**config.mk**
```make
export PLATFORM = sky130hd
export DESIGN_NAME = apf_control
export DESIGN_NICKNAME = d
export VERILOG_FILES = /design/src/hw/rtl/apf_pkg.sv /design/src/hw/rtl/apf_control.sv
export SDC_FILE = /design/constraint.sdc
export NUM_CORES = 1
export LEC_CHECK = 0
export BUFFER_PORTS_ARGS = -buffer_cell sky130_fd_sc_hd__buf_2
export CORE_AREA = 2 2 39 41
export DETAILED_ROUTE_END_ITERATION = 8
export DIE_AREA = 0 0 41 43
export MAX_ROUTING_LAYER = met4
export PLACE_DENSITY_LB_ADDON = 0.3
export SLEW_MARGIN = 25
export SYNTH_ARGS = -nofsm -noshare
export SYNTH_HDL_FRONTEND = slang
export SYNTH_SLANG_ARGS = --single-unit
```
**constraint.sdc**
```tcl
create_clock -name clock -period 1.04 [get_ports clock]
set_input_delay 0.208 -clock clock [delete_from_list [all_inputs] [get_ports clock]]
set_output_delay 0.208 -clock clock [all_outputs]
set_load 0.02 [all_outputs]
```
**src/hw/rtl/apf_pkg.sv**
```systemverilog
package apf_pkg;

   localparam int NODE_W    = 5;   // node id width
   localparam int CNT_W     = 6;   // node count, visit number and low link width
   localparam int TALLY_W   = 2;
   localparam int NODES_DEF = 32;
   localparam int EDGES_DEF = 128;
   localparam int MAX_OUT   = 32;  // result items per run, end item included

   localparam logic [CNT_W-1:0]   NODE_COUNT_RST = CNT_W'(32);
   localparam logic [CNT_W-1:0]   VISIT_ROOT     = CNT_W'(1);
   localparam logic [TALLY_W-1:0] TALLY_MAX      = TALLY_W'(2);

   // commands from the controller, one per cycle at most
   typedef struct packed {
      logic capture;
      logic rd_a;
      logic wr_a;
      logic wr_b;
      logic rd_root;
      logic root;
      logic edge_step;
      logic nbr;
      logic pop;
      logic restore;
      logic finish;
   } cmd_type;

   typedef struct packed {
      logic edge_ok;
      logic last;
      logic live;
      logic below;
      logic pop_emit;
      logic out_busy;
   } status_type;

endpackage

```
**src/hw/rtl/apf_control.sv**
```systemverilog
module apf_control import apf_pkg::*; (
   input  logic       clock,
   input  logic       reset,
   input  logic       req_valid,
   output logic       req_ready,
   input  status_type status,
   output cmd_type    cmd
);
   localparam logic [3:0] S_IDLE    = 4'd0;
   localparam logic [3:0] S_LOAD_A  = 4'd1;
   localparam logic [3:0] S_WR_A    = 4'd2;
   localparam logic [3:0] S_WR_B    = 4'd3;
   localparam logic [3:0] S_START   = 4'd4;
   localparam logic [3:0] S_ROOT    = 4'd5;
   localparam logic [3:0] S_FETCH   = 4'd6;
   localparam logic [3:0] S_EDGE    = 4'd7;
   localparam logic [3:0] S_NBR     = 4'd8;
   localparam logic [3:0] S_POP     = 4'd9;
   localparam logic [3:0] S_RESTORE = 4'd10;
   localparam logic [3:0] S_END     = 4'd11;

   logic [3:0] state_ff, state_in;

   always_comb begin
      cmd       = '0;
      state_in  = state_ff;
      req_ready = 1'b0;
      case (state_ff)
         S_IDLE: begin
            req_ready   = 1'b1;
            cmd.capture = req_valid;
            if (req_valid) begin
               state_in = S_LOAD_A;
            end
         end
         S_LOAD_A: begin
            cmd.rd_a = 1'b1;
            if (status.edge_ok) begin
               state_in = S_WR_A;
            end else begin
               state_in = status.last ? S_START : S_IDLE;
            end
         end
         S_WR_A: begin
            cmd.wr_a = 1'b1;
            state_in = S_WR_B;
         end
         S_WR_B: begin
            cmd.wr_b = 1'b1;
            state_in = status.last ? S_START : S_IDLE;
         end
         S_START: begin
            cmd.rd_root = 1'b1;
            state_in    = S_ROOT;
         end
         S_ROOT: begin
            cmd.root = 1'b1;
            state_in = S_FETCH;
         end
         S_FETCH: begin
            if (status.live) begin
               state_in = S_EDGE;
            end else begin
               state_in = S_POP;
            end
         end
         S_EDGE: begin
            cmd.edge_step = 1'b1;
            state_in      = S_NBR;
         end
         S_NBR: begin
            cmd.nbr  = 1'b1;
            state_in = S_FETCH;
         end
         S_POP: begin
            if (!(status.pop_emit && status.out_busy)) begin
               cmd.pop  = 1'b1;
               state_in = status.below ? S_RESTORE : S_END;
            end
         end
         S_RESTORE: begin
            cmd.restore = 1'b1;
            state_in    = S_FETCH;
         end
         S_END: begin
            if (!status.out_busy) begin
               cmd.finish = 1'b1;
               state_in   = S_IDLE;
            end
         end
         default: begin
            state_in = S_IDLE;
         end
      endcase
   end

   always_ff @(posedge clock) begin
      if (reset) begin
         state_ff <= S_IDLE;
      end else begin
         state_ff <= state_in;
      end
   end
endmodule

```
-- After elaboration in Yosys (flattened, before gate mapping)
Cells that the tools add are included.
- input bits: 9
- register bits: 4
- mux-type cells: 22
- eq/ne operators: 14
- reduce and logical (&&, ||, !) cells: 4
- operators with widths (kind ; count):
    one-hot mux 4 bit (10 select lines) ; 1
    equality test 4 x 3 -> 1 bit (second input constant) ; 4
    equality test 4 bit (second input constant) ; 4
    two-way mux 4 bit ; 4
    two-way mux 1 bit ; 15
    equality test 4 x 2 -> 1 bit (second input constant) ; 2
    two-way mux 3 bit ; 2
    inequality test 2 bit (second input constant) ; 3
    equality test 4 x 1 -> 1 bit (second input constant) ; 1
    zero test 4 bit ; 1
    AND reduction 3 bit ; 1
    OR reduction 3 bit ; 1
    logical AND 1 bit ; 1

-- Depth between registers and ports, before layout
Gate-level depths: netlist of the first run.
- depth after elaboration: 3
- mapped depth: 4
- gate-level depth less buffers: 3

-- Worst setup path before layout of the first run
No wires, ideal clock.
- kind: reg2out
- start: register state_ff[2]
- end: output port cmd[10] (netlist bit)
- arrival time: 1.580 ns
- stages on the path, launching flop included: 4
- required time: 0.832 ns
- slack: -0.748 ns
- path through: dfxtp_1 buf_4 nor4_1 and2_1
- RTL lines (element ; line ; text):
    start, declared ; apf_control.sv:22 ; logic [3:0] state_ff, state_in;
    start signal, assigned ; apf_control.sv:101 ; state_ff <= state_in;
    end, declared ; apf_control.sv:7 ; output cmd_type cmd

==> results.py, run 1 <==
metrics = {
    "power_and_ir_drop": {
        "vdd_drop_max_mv": 0.4653,
        "p_per_area_nw_per_um2": 855.4,
        "leakagePower_nw": 0.3625,
    },
    "global_routing": {
        "first_global_vias": 476,
        "grt_pass1_wl_um": 2049,
        "grt-ovfl-total": 0,
        "grt_max_degree": 9,
        "antenna_found_initial": 0,
        "track_usage_pct": 18.21,
    },
    "setup_path": {
        "critPathLaunchType": "flip-flop",
        "crit_family": "flip-flops",
        "path_buf_inv": 2,
        "crit_path_max_fanout": 6,
        "crit_type": "reg -> out",
        "cp_slowest_cell": "dfxtp_4",
        "cp_slowest_stage_delay_ns": 0.37,
        "crit_chain": "nand2b_1, buf_4, nor2_2, buf_2",
        "worstPathArrival_ns": 1.24,
        "cp.depth": 4,
        "required_ns": 0.83,
        "cp-end-kind": "output pin",
        "ff2ff_path_depth": 5,
    },
    "timing": {
        "fin_crit_sh_pct": 138.8,
        "tns_ns": -4.723,
        "rsz0062_at_grt": "yes",
        "slew_viol_final": 0,
        "max_freq_mhz": 692.6,
        "finalHoldViolations": 0,
        "setup_viol": 16,
        "min_period_ns": 1.444,
        "max_slew_margin_pct": 79.73,
        "tightest_slew_ns": 0.2993,
        "finalWorstSetupSlack_ns": -0.4038,
        "finClkSkew_ns": 0.008802,
        "whs_ns": 0.1938,
    },
    "clock_tree": {
        "clk_latency_ns": 0.24,
        "root_buffer": "clkbuf_4",
        "cts_tree": "built",
        "htreeDepth": 1,
        "cts_buffers": 3,
        "clock_sinks": 4,
        "clk_pin_slew_ns": 0.04,
        "clockBufferDepth": 2,
    },
    "cells_and_area": {
        "largest_reg_flops": 4,
        "multiInputGateArea_um2": 315.3,
        "area_growth_pct": 114.8,
        "regArea_um2": 95.09,
        "nFillCells": 127,
        "antenna_cells": 0,
        "reg_top3": "state_ff x4",
        "regMostFlops": "state_ff",
        "design_area_um2": 782.0,
        "postLayoutCoreUtil_pct": 56.51,
        "fin_nets": 98,
        "drive_gt1_share_pct": 78.16,
    },
    "synthesis": {
        "synthAdderAreaFrac_pct": 0,
        "seq_area_frac_synth_pct": 21.99,
        "syn_area_um2": 364.1,
        "synthMuxAreaShare_pct": 0,
        "syn_nets": 56,
        "yosys.area_share.simple_pct": 32.65,
        "yosys.area.top_type": "dfxtp_1",
        "synth_compound_area_share_pct": 31.96,
        "synth_xor_area_share_pct": 0,
        "syn-mean-instance-area_um2": 7.747,
        "synth_top_area_share_pct": 21.99,
        "synthTopCellsByArea": "dfxtp_1 (22%), nor3_1 (9.6%), a221oi_2 (8.2%)",
        "synthCells": 47,
        "synth_top_family_by_area": "simple AND/OR/NAND/NOR gates",
        "ys.warnings.count": 0,
        "ys_types": 26,
        "ys_ff_latch": 4,
    },
    "drt": {
        "drc": 0,
        "first_iter_violations": 19,
        "avgViaCountPerCell": 5.068,
        "dr.pass1.iters": 4,
        "antenna_left": 0,
        "drt-total-wl_um": 1381,
        "avgRoutedWirePerCell_um": 13.41,
        "dr_total_vias": 522,
    },
    "die": {
        "io_pins": 21,
        "core_um2": 1384,
        "start_util_pct": 26.31,
        "die_y_um": 43,
        "die_area_um2": 1763,
        "row_count": 14,
        "dieWidth_um": 41,
    },
    "placement": {
        "hpwl_um": 933.2,
        "place.gp.congestion": 0.8188,
        "placed_area_um2": 624.3,
        "io_buffers": 20,
    },
    "run": {
        "drv_cap": 0,
    },
    "status": {
        "violations": "negative setup slack",
        "status": "finished with violations",
    },
    "hold_path": {
        "holdPathStages": 2,
        "hp-class": "in -> reg",
    },
}
-- routing by layer --
metal	global-route usage [%]	wire length [um]	up-vias
met5	-	0	-
met4	4.000	0	0
met3	7.853	71	0
met2	28.75	762	15
met1	20.58	546	252
li1	-	-	255
-- placed cells by master (no fill, tap or decap) --
cell type,instances
a2111o_1,1
a21o_2,1
a21oi_1,1
a21oi_2,2
a221oi_2,2
a31oi_1,1
and2_4,1
buf_2,12
buf_4,20
buf_6,9
clkbuf_4,3
dfxtp_4,4
inv_1,2
inv_2,1
inv_4,1
nand2_1,4
nand2b_1,1
nand2b_2,1
nand2b_4,1
nand4bb_1,1
nor2_1,1
nor2_2,2
nor3_1,2
nor3_2,3
nor3_4,2
nor4_4,1
o211ai_2,1
o21a_1,1
o22ai_1,1
o311ai_1,1
o32a_1,1
or2_4,1
or3b_1,1
-- timing repair --
item,4_1_cts,5_1_grt
gates resized for setup,26,7
pin swaps,8,5
buffers inserted,4,1
endpoints found under the hold margin,0,0
hold buffers,0,0
endpoints found under the setup margin,16,16
-- logic make-up after synthesis --
family | Yosys count
buffers and inverters | 8
and+or+nand+nor | 22
AOI/OAI and AO/OA | 13
DFF | 4
-- final cells by class --
class,count,share of cell area (%)
multi-input cells,35,40.32
repair buffers,41,39.84
flip-flops and latches,4,12.16
clock buffers,3,2.880
well taps,16,2.560
inverters,4,2.240
-- cells in the mapped netlist, drive strengths merged --
master and number:
a21o 1, dfxtp 4, o311ai 1, o21a 1, a221oi 2, nor3 7, nand4bb 1, and2 1
nor2 3, a31oi 1, a2111o 1, nor4 1, or3b 1, or2 1, nand2b 3, o211ai 1
buf 4, nand2 4, o22ai 1, a21oi 3, inv 4, o32a 1
-- worst paths after layout --
check | start | to | slack, ns
setup / recovery | state_ff[3] | cmd[4] | -0.40
hold / removal | reset | state_ff[2] | 0.19
setup reg to reg | state_ff[2] | state_ff[1] | -0.21
hold reg to reg | state_ff[1] | state_ff[1] | 0.55
-- metrics by stage --
stage          setup WS [ns]  cells  power [mW]
6_report             -0.4038    103      0.6689
5_1_grt              -0.4562    103      0.7119
4_1_cts              -0.4048    103      0.6627
3_5_place_dp         -0.3617     96      0.4177
3_3_place_gp         -0.2939     96      0.4144
2_1_floorplan        -0.2698     47      0.3205
-- power breakdown --
| part | internal (mW) | total [mW] | switching, mW |
|---|---|---|---|
| combinational | 0.158 | 0.290 | 0.132 |
| clock | 0.129 | 0.196 | 0.0672 |
| sequential | 0.161 | 0.182 | 0.0218 |
(Power assumes the default switching activity.)
==> run 2: changes to the inputs <==
--- a/config.mk
+++ b/config.mk
@@ -11,6 +11,7 @@
 export DIE_AREA = 0 0 41 43
 export MAX_ROUTING_LAYER = met4
 export PLACE_DENSITY_LB_ADDON = 0.3
+export SKIP_LAST_GASP = 1
 export SLEW_MARGIN = 25
 export SYNTH_ARGS = -nofsm -noshare
 export SYNTH_HDL_FRONTEND = slang
==> results.py, run 2 (synthesis gave the netlist of run 1 again) <==
metrics = {
    "power_and_ir_drop": {
        "p_int_mw": 0.4483,
        "p_clk_share_pct": 30.0,
        "p_seq_share_pct": 27.0,
        "p_sw_mw": 0.2246,
        "combPwrFrac_pct": 43.0,
        "switching_share_pct": 33.38,
        "leakagePower_nw": 0.3625,
        "vdd_drop_max_mv": 0.4632,
        "p_per_area_nw_per_um2": 860.5,
    },
    "global_routing": {
        "use_met3_pct": 7.853,
        "top_usage_layer": "met2",
        "track_usage_pct": 18.00,
        "antenna_found_initial": 0,
        "grt_pass1_wl_um": 2028,
        "grt_max_degree": 9,
        "grt-ovfl-total": 0,
        "first_global_vias": 474,
        "use_met2_pct": 28.13,
        "met1_usage_pct": 20.58,
    },
    "timing": {
        "tightest_slew_ns": 0.3028,
        "fin_crit_sh_pct": 139.5,
        "finClkSkew_ns": 0.009893,
        "min_period_ns": 1.451,
        "finalWorstSetupSlack_ns": -0.4105,
        "finalHoldViolations": 0,
        "slew_viol_final": 0,
        "max_slew_margin_pct": 79.50,
        "max_freq_mhz": 689.4,
        "tns_ns": -4.651,
        "rsz0062_at_grt": "yes",
        "setup_viol": 16,
    },
    "placement": {
        "dp.cells": 96,
        "place.gp.congestion": 0.8188,
        "dp_worst_setup_slack_ns": -0.3617,
        "io_buffers": 20,
        "hpwl_um": 933.2,
    },
    "cells_and_area": {
        "multiInputGateArea_um2": 315.3,
        "final_common_cell": "buf_4",
        "area_growth_pct": 114.8,
        "fin_nets": 98,
        "antenna_cells": 0,
        "nFillCells": 127,
        "layout_common_cells": "buf_4 (20), buf_2 (12), buf_6 (9)",
        "regArea_um2": 95.09,
        "largest_reg_flops": 4,
        "regMostFlops": "state_ff",
        "drive_gt1_share_pct": 78.16,
        "reg_top3": "state_ff x4",
        "postLayoutCoreUtil_pct": 56.51,
        "stdcell_count": 103,
    },
    "die": {
        "start_util_pct": 26.31,
        "dieWidth_um": 41,
        "row_count": 14,
        "die_area_um2": 1763,
        "core_um2": 1384,
        "die_y_um": 43,
        "io_pins": 21,
    },
    "clock_tree": {
        "clock_sinks": 4,
        "clockBufferDepth": 2,
        "htreeDepth": 1,
        "clk_latency_ns": 0.25,
        "cts_tree": "built",
        "root_buffer": "clkbuf_4",
        "cts_buffers": 3,
        "clk_pin_slew_ns": 0.04,
    },
    "setup_path": {
        "path_buf_inv": 2,
        "required_ns": 0.83,
        "crit_path_max_fanout": 7,
        "crit_type": "reg -> out",
        "crit_family": "flip-flops",
        "crit_chain": "nand2b_1, buf_4, nor2_2, buf_2",
        "cp-end-kind": "output pin",
        "cp_slowest_stage_delay_ns": 0.37,
        "cp_slowest_cell": "dfxtp_4",
        "worstPathArrival_ns": 1.24,
        "critPathLaunchType": "flip-flop",
    },
    "status": {
        "violations": "negative setup slack",
        "status": "finished with violations",
    },
    "drt": {
        "avgViaCountPerCell": 5.146,
        "antenna_left": 0,
        "drc": 0,
        "dr.pass1.iters": 4,
        "dr_total_vias": 530,
        "first_iter_violations": 13,
        "avgRoutedWirePerCell_um": 13.06,
        "drt-total-wl_um": 1345,
    },
    "hold_path": {
        "hp-class": "in -> reg",
    },
    "run": {
        "drv_cap": 0,
    },
}
run 2: cell counts in the layout (fill, tap and decap cells not counted):
No cell type changed its count.
run 2: final cells by class:
type | instances | share of cell area [%]
multi-input combinational | 35 | 40.32
timing repair buffer | 41 | 39.84
sequential | 4 | 12.16
clock buffer | 3 | 2.880
tap | 16 | 2.560
inverter | 4 | 2.240
run 2: layer usage:
layer | wire (um) | share of wire, % | vias up
li1 | - | - | 254
met1 | 536 | 40 | 253
met2 | 734 | 55 | 21
met3 | 67 | 5.0 | 2
met4 | 8 | 0.59 | 0
met5 | 0 | 0 | -
run 2: path summary, 6_finish.rpt:
kind | depth (start not counted) | slack [ns] | start | to
max | 4 | -0.41 | state_ff[3] | cmd[4]
min | 2 | 0.19 | reset | state_ff[2]
max reg2reg | 5 | -0.20 | state_ff[2] | state_ff[1]
min reg2reg | 2 | 0.55 | state_ff[1] | state_ff[1]
run 2: worst register-to-register path, stage by stage (launching register included):
cell and delay [ns]:
dfxtp_4 0.35, buf_6 0.12, buf_4 0.14, o21a_1 0.20, o22ai_1 0.19, a221oi_2 0.09
run 2: power by group through the flow:
stage / clock network, mW / registers (mW) / logic, mW
3_5_place_dp: 0 / 0.187 / 0.230
2_1_floorplan: 0 / 0.171 / 0.149
6_report: 0.202 / 0.182 / 0.289
5_1_grt: 0.219 / 0.184 / 0.308
3_3_place_gp: 0 / 0.187 / 0.228
4_1_cts: 0.205 / 0.182 / 0.276
run 2: timing repair:
action | in CTS | in global routing
cloned | 0 | 0
setup buffers | 4 | 1
resized for setup | 25 | 8
endpoints found under the setup margin | 16 | 16
hold buffers | 0 | 0
pin swaps | 7 | 5
run 2: per-stage QoR:
step / instance area (um2) / hold WS, ns / power, mW
CTS: 755.7 / 0.1770 / 0.6624
global placement: 624.3 / 0.4393 / 0.4144
detailed placement: 624.3 / 0.4435 / 0.4177
finish: 782.0 / 0.1881 / 0.6729
global route: 782.0 / 0.1875 / 0.7115
floorplan: 417.9 / 0.2700 / 0.3205
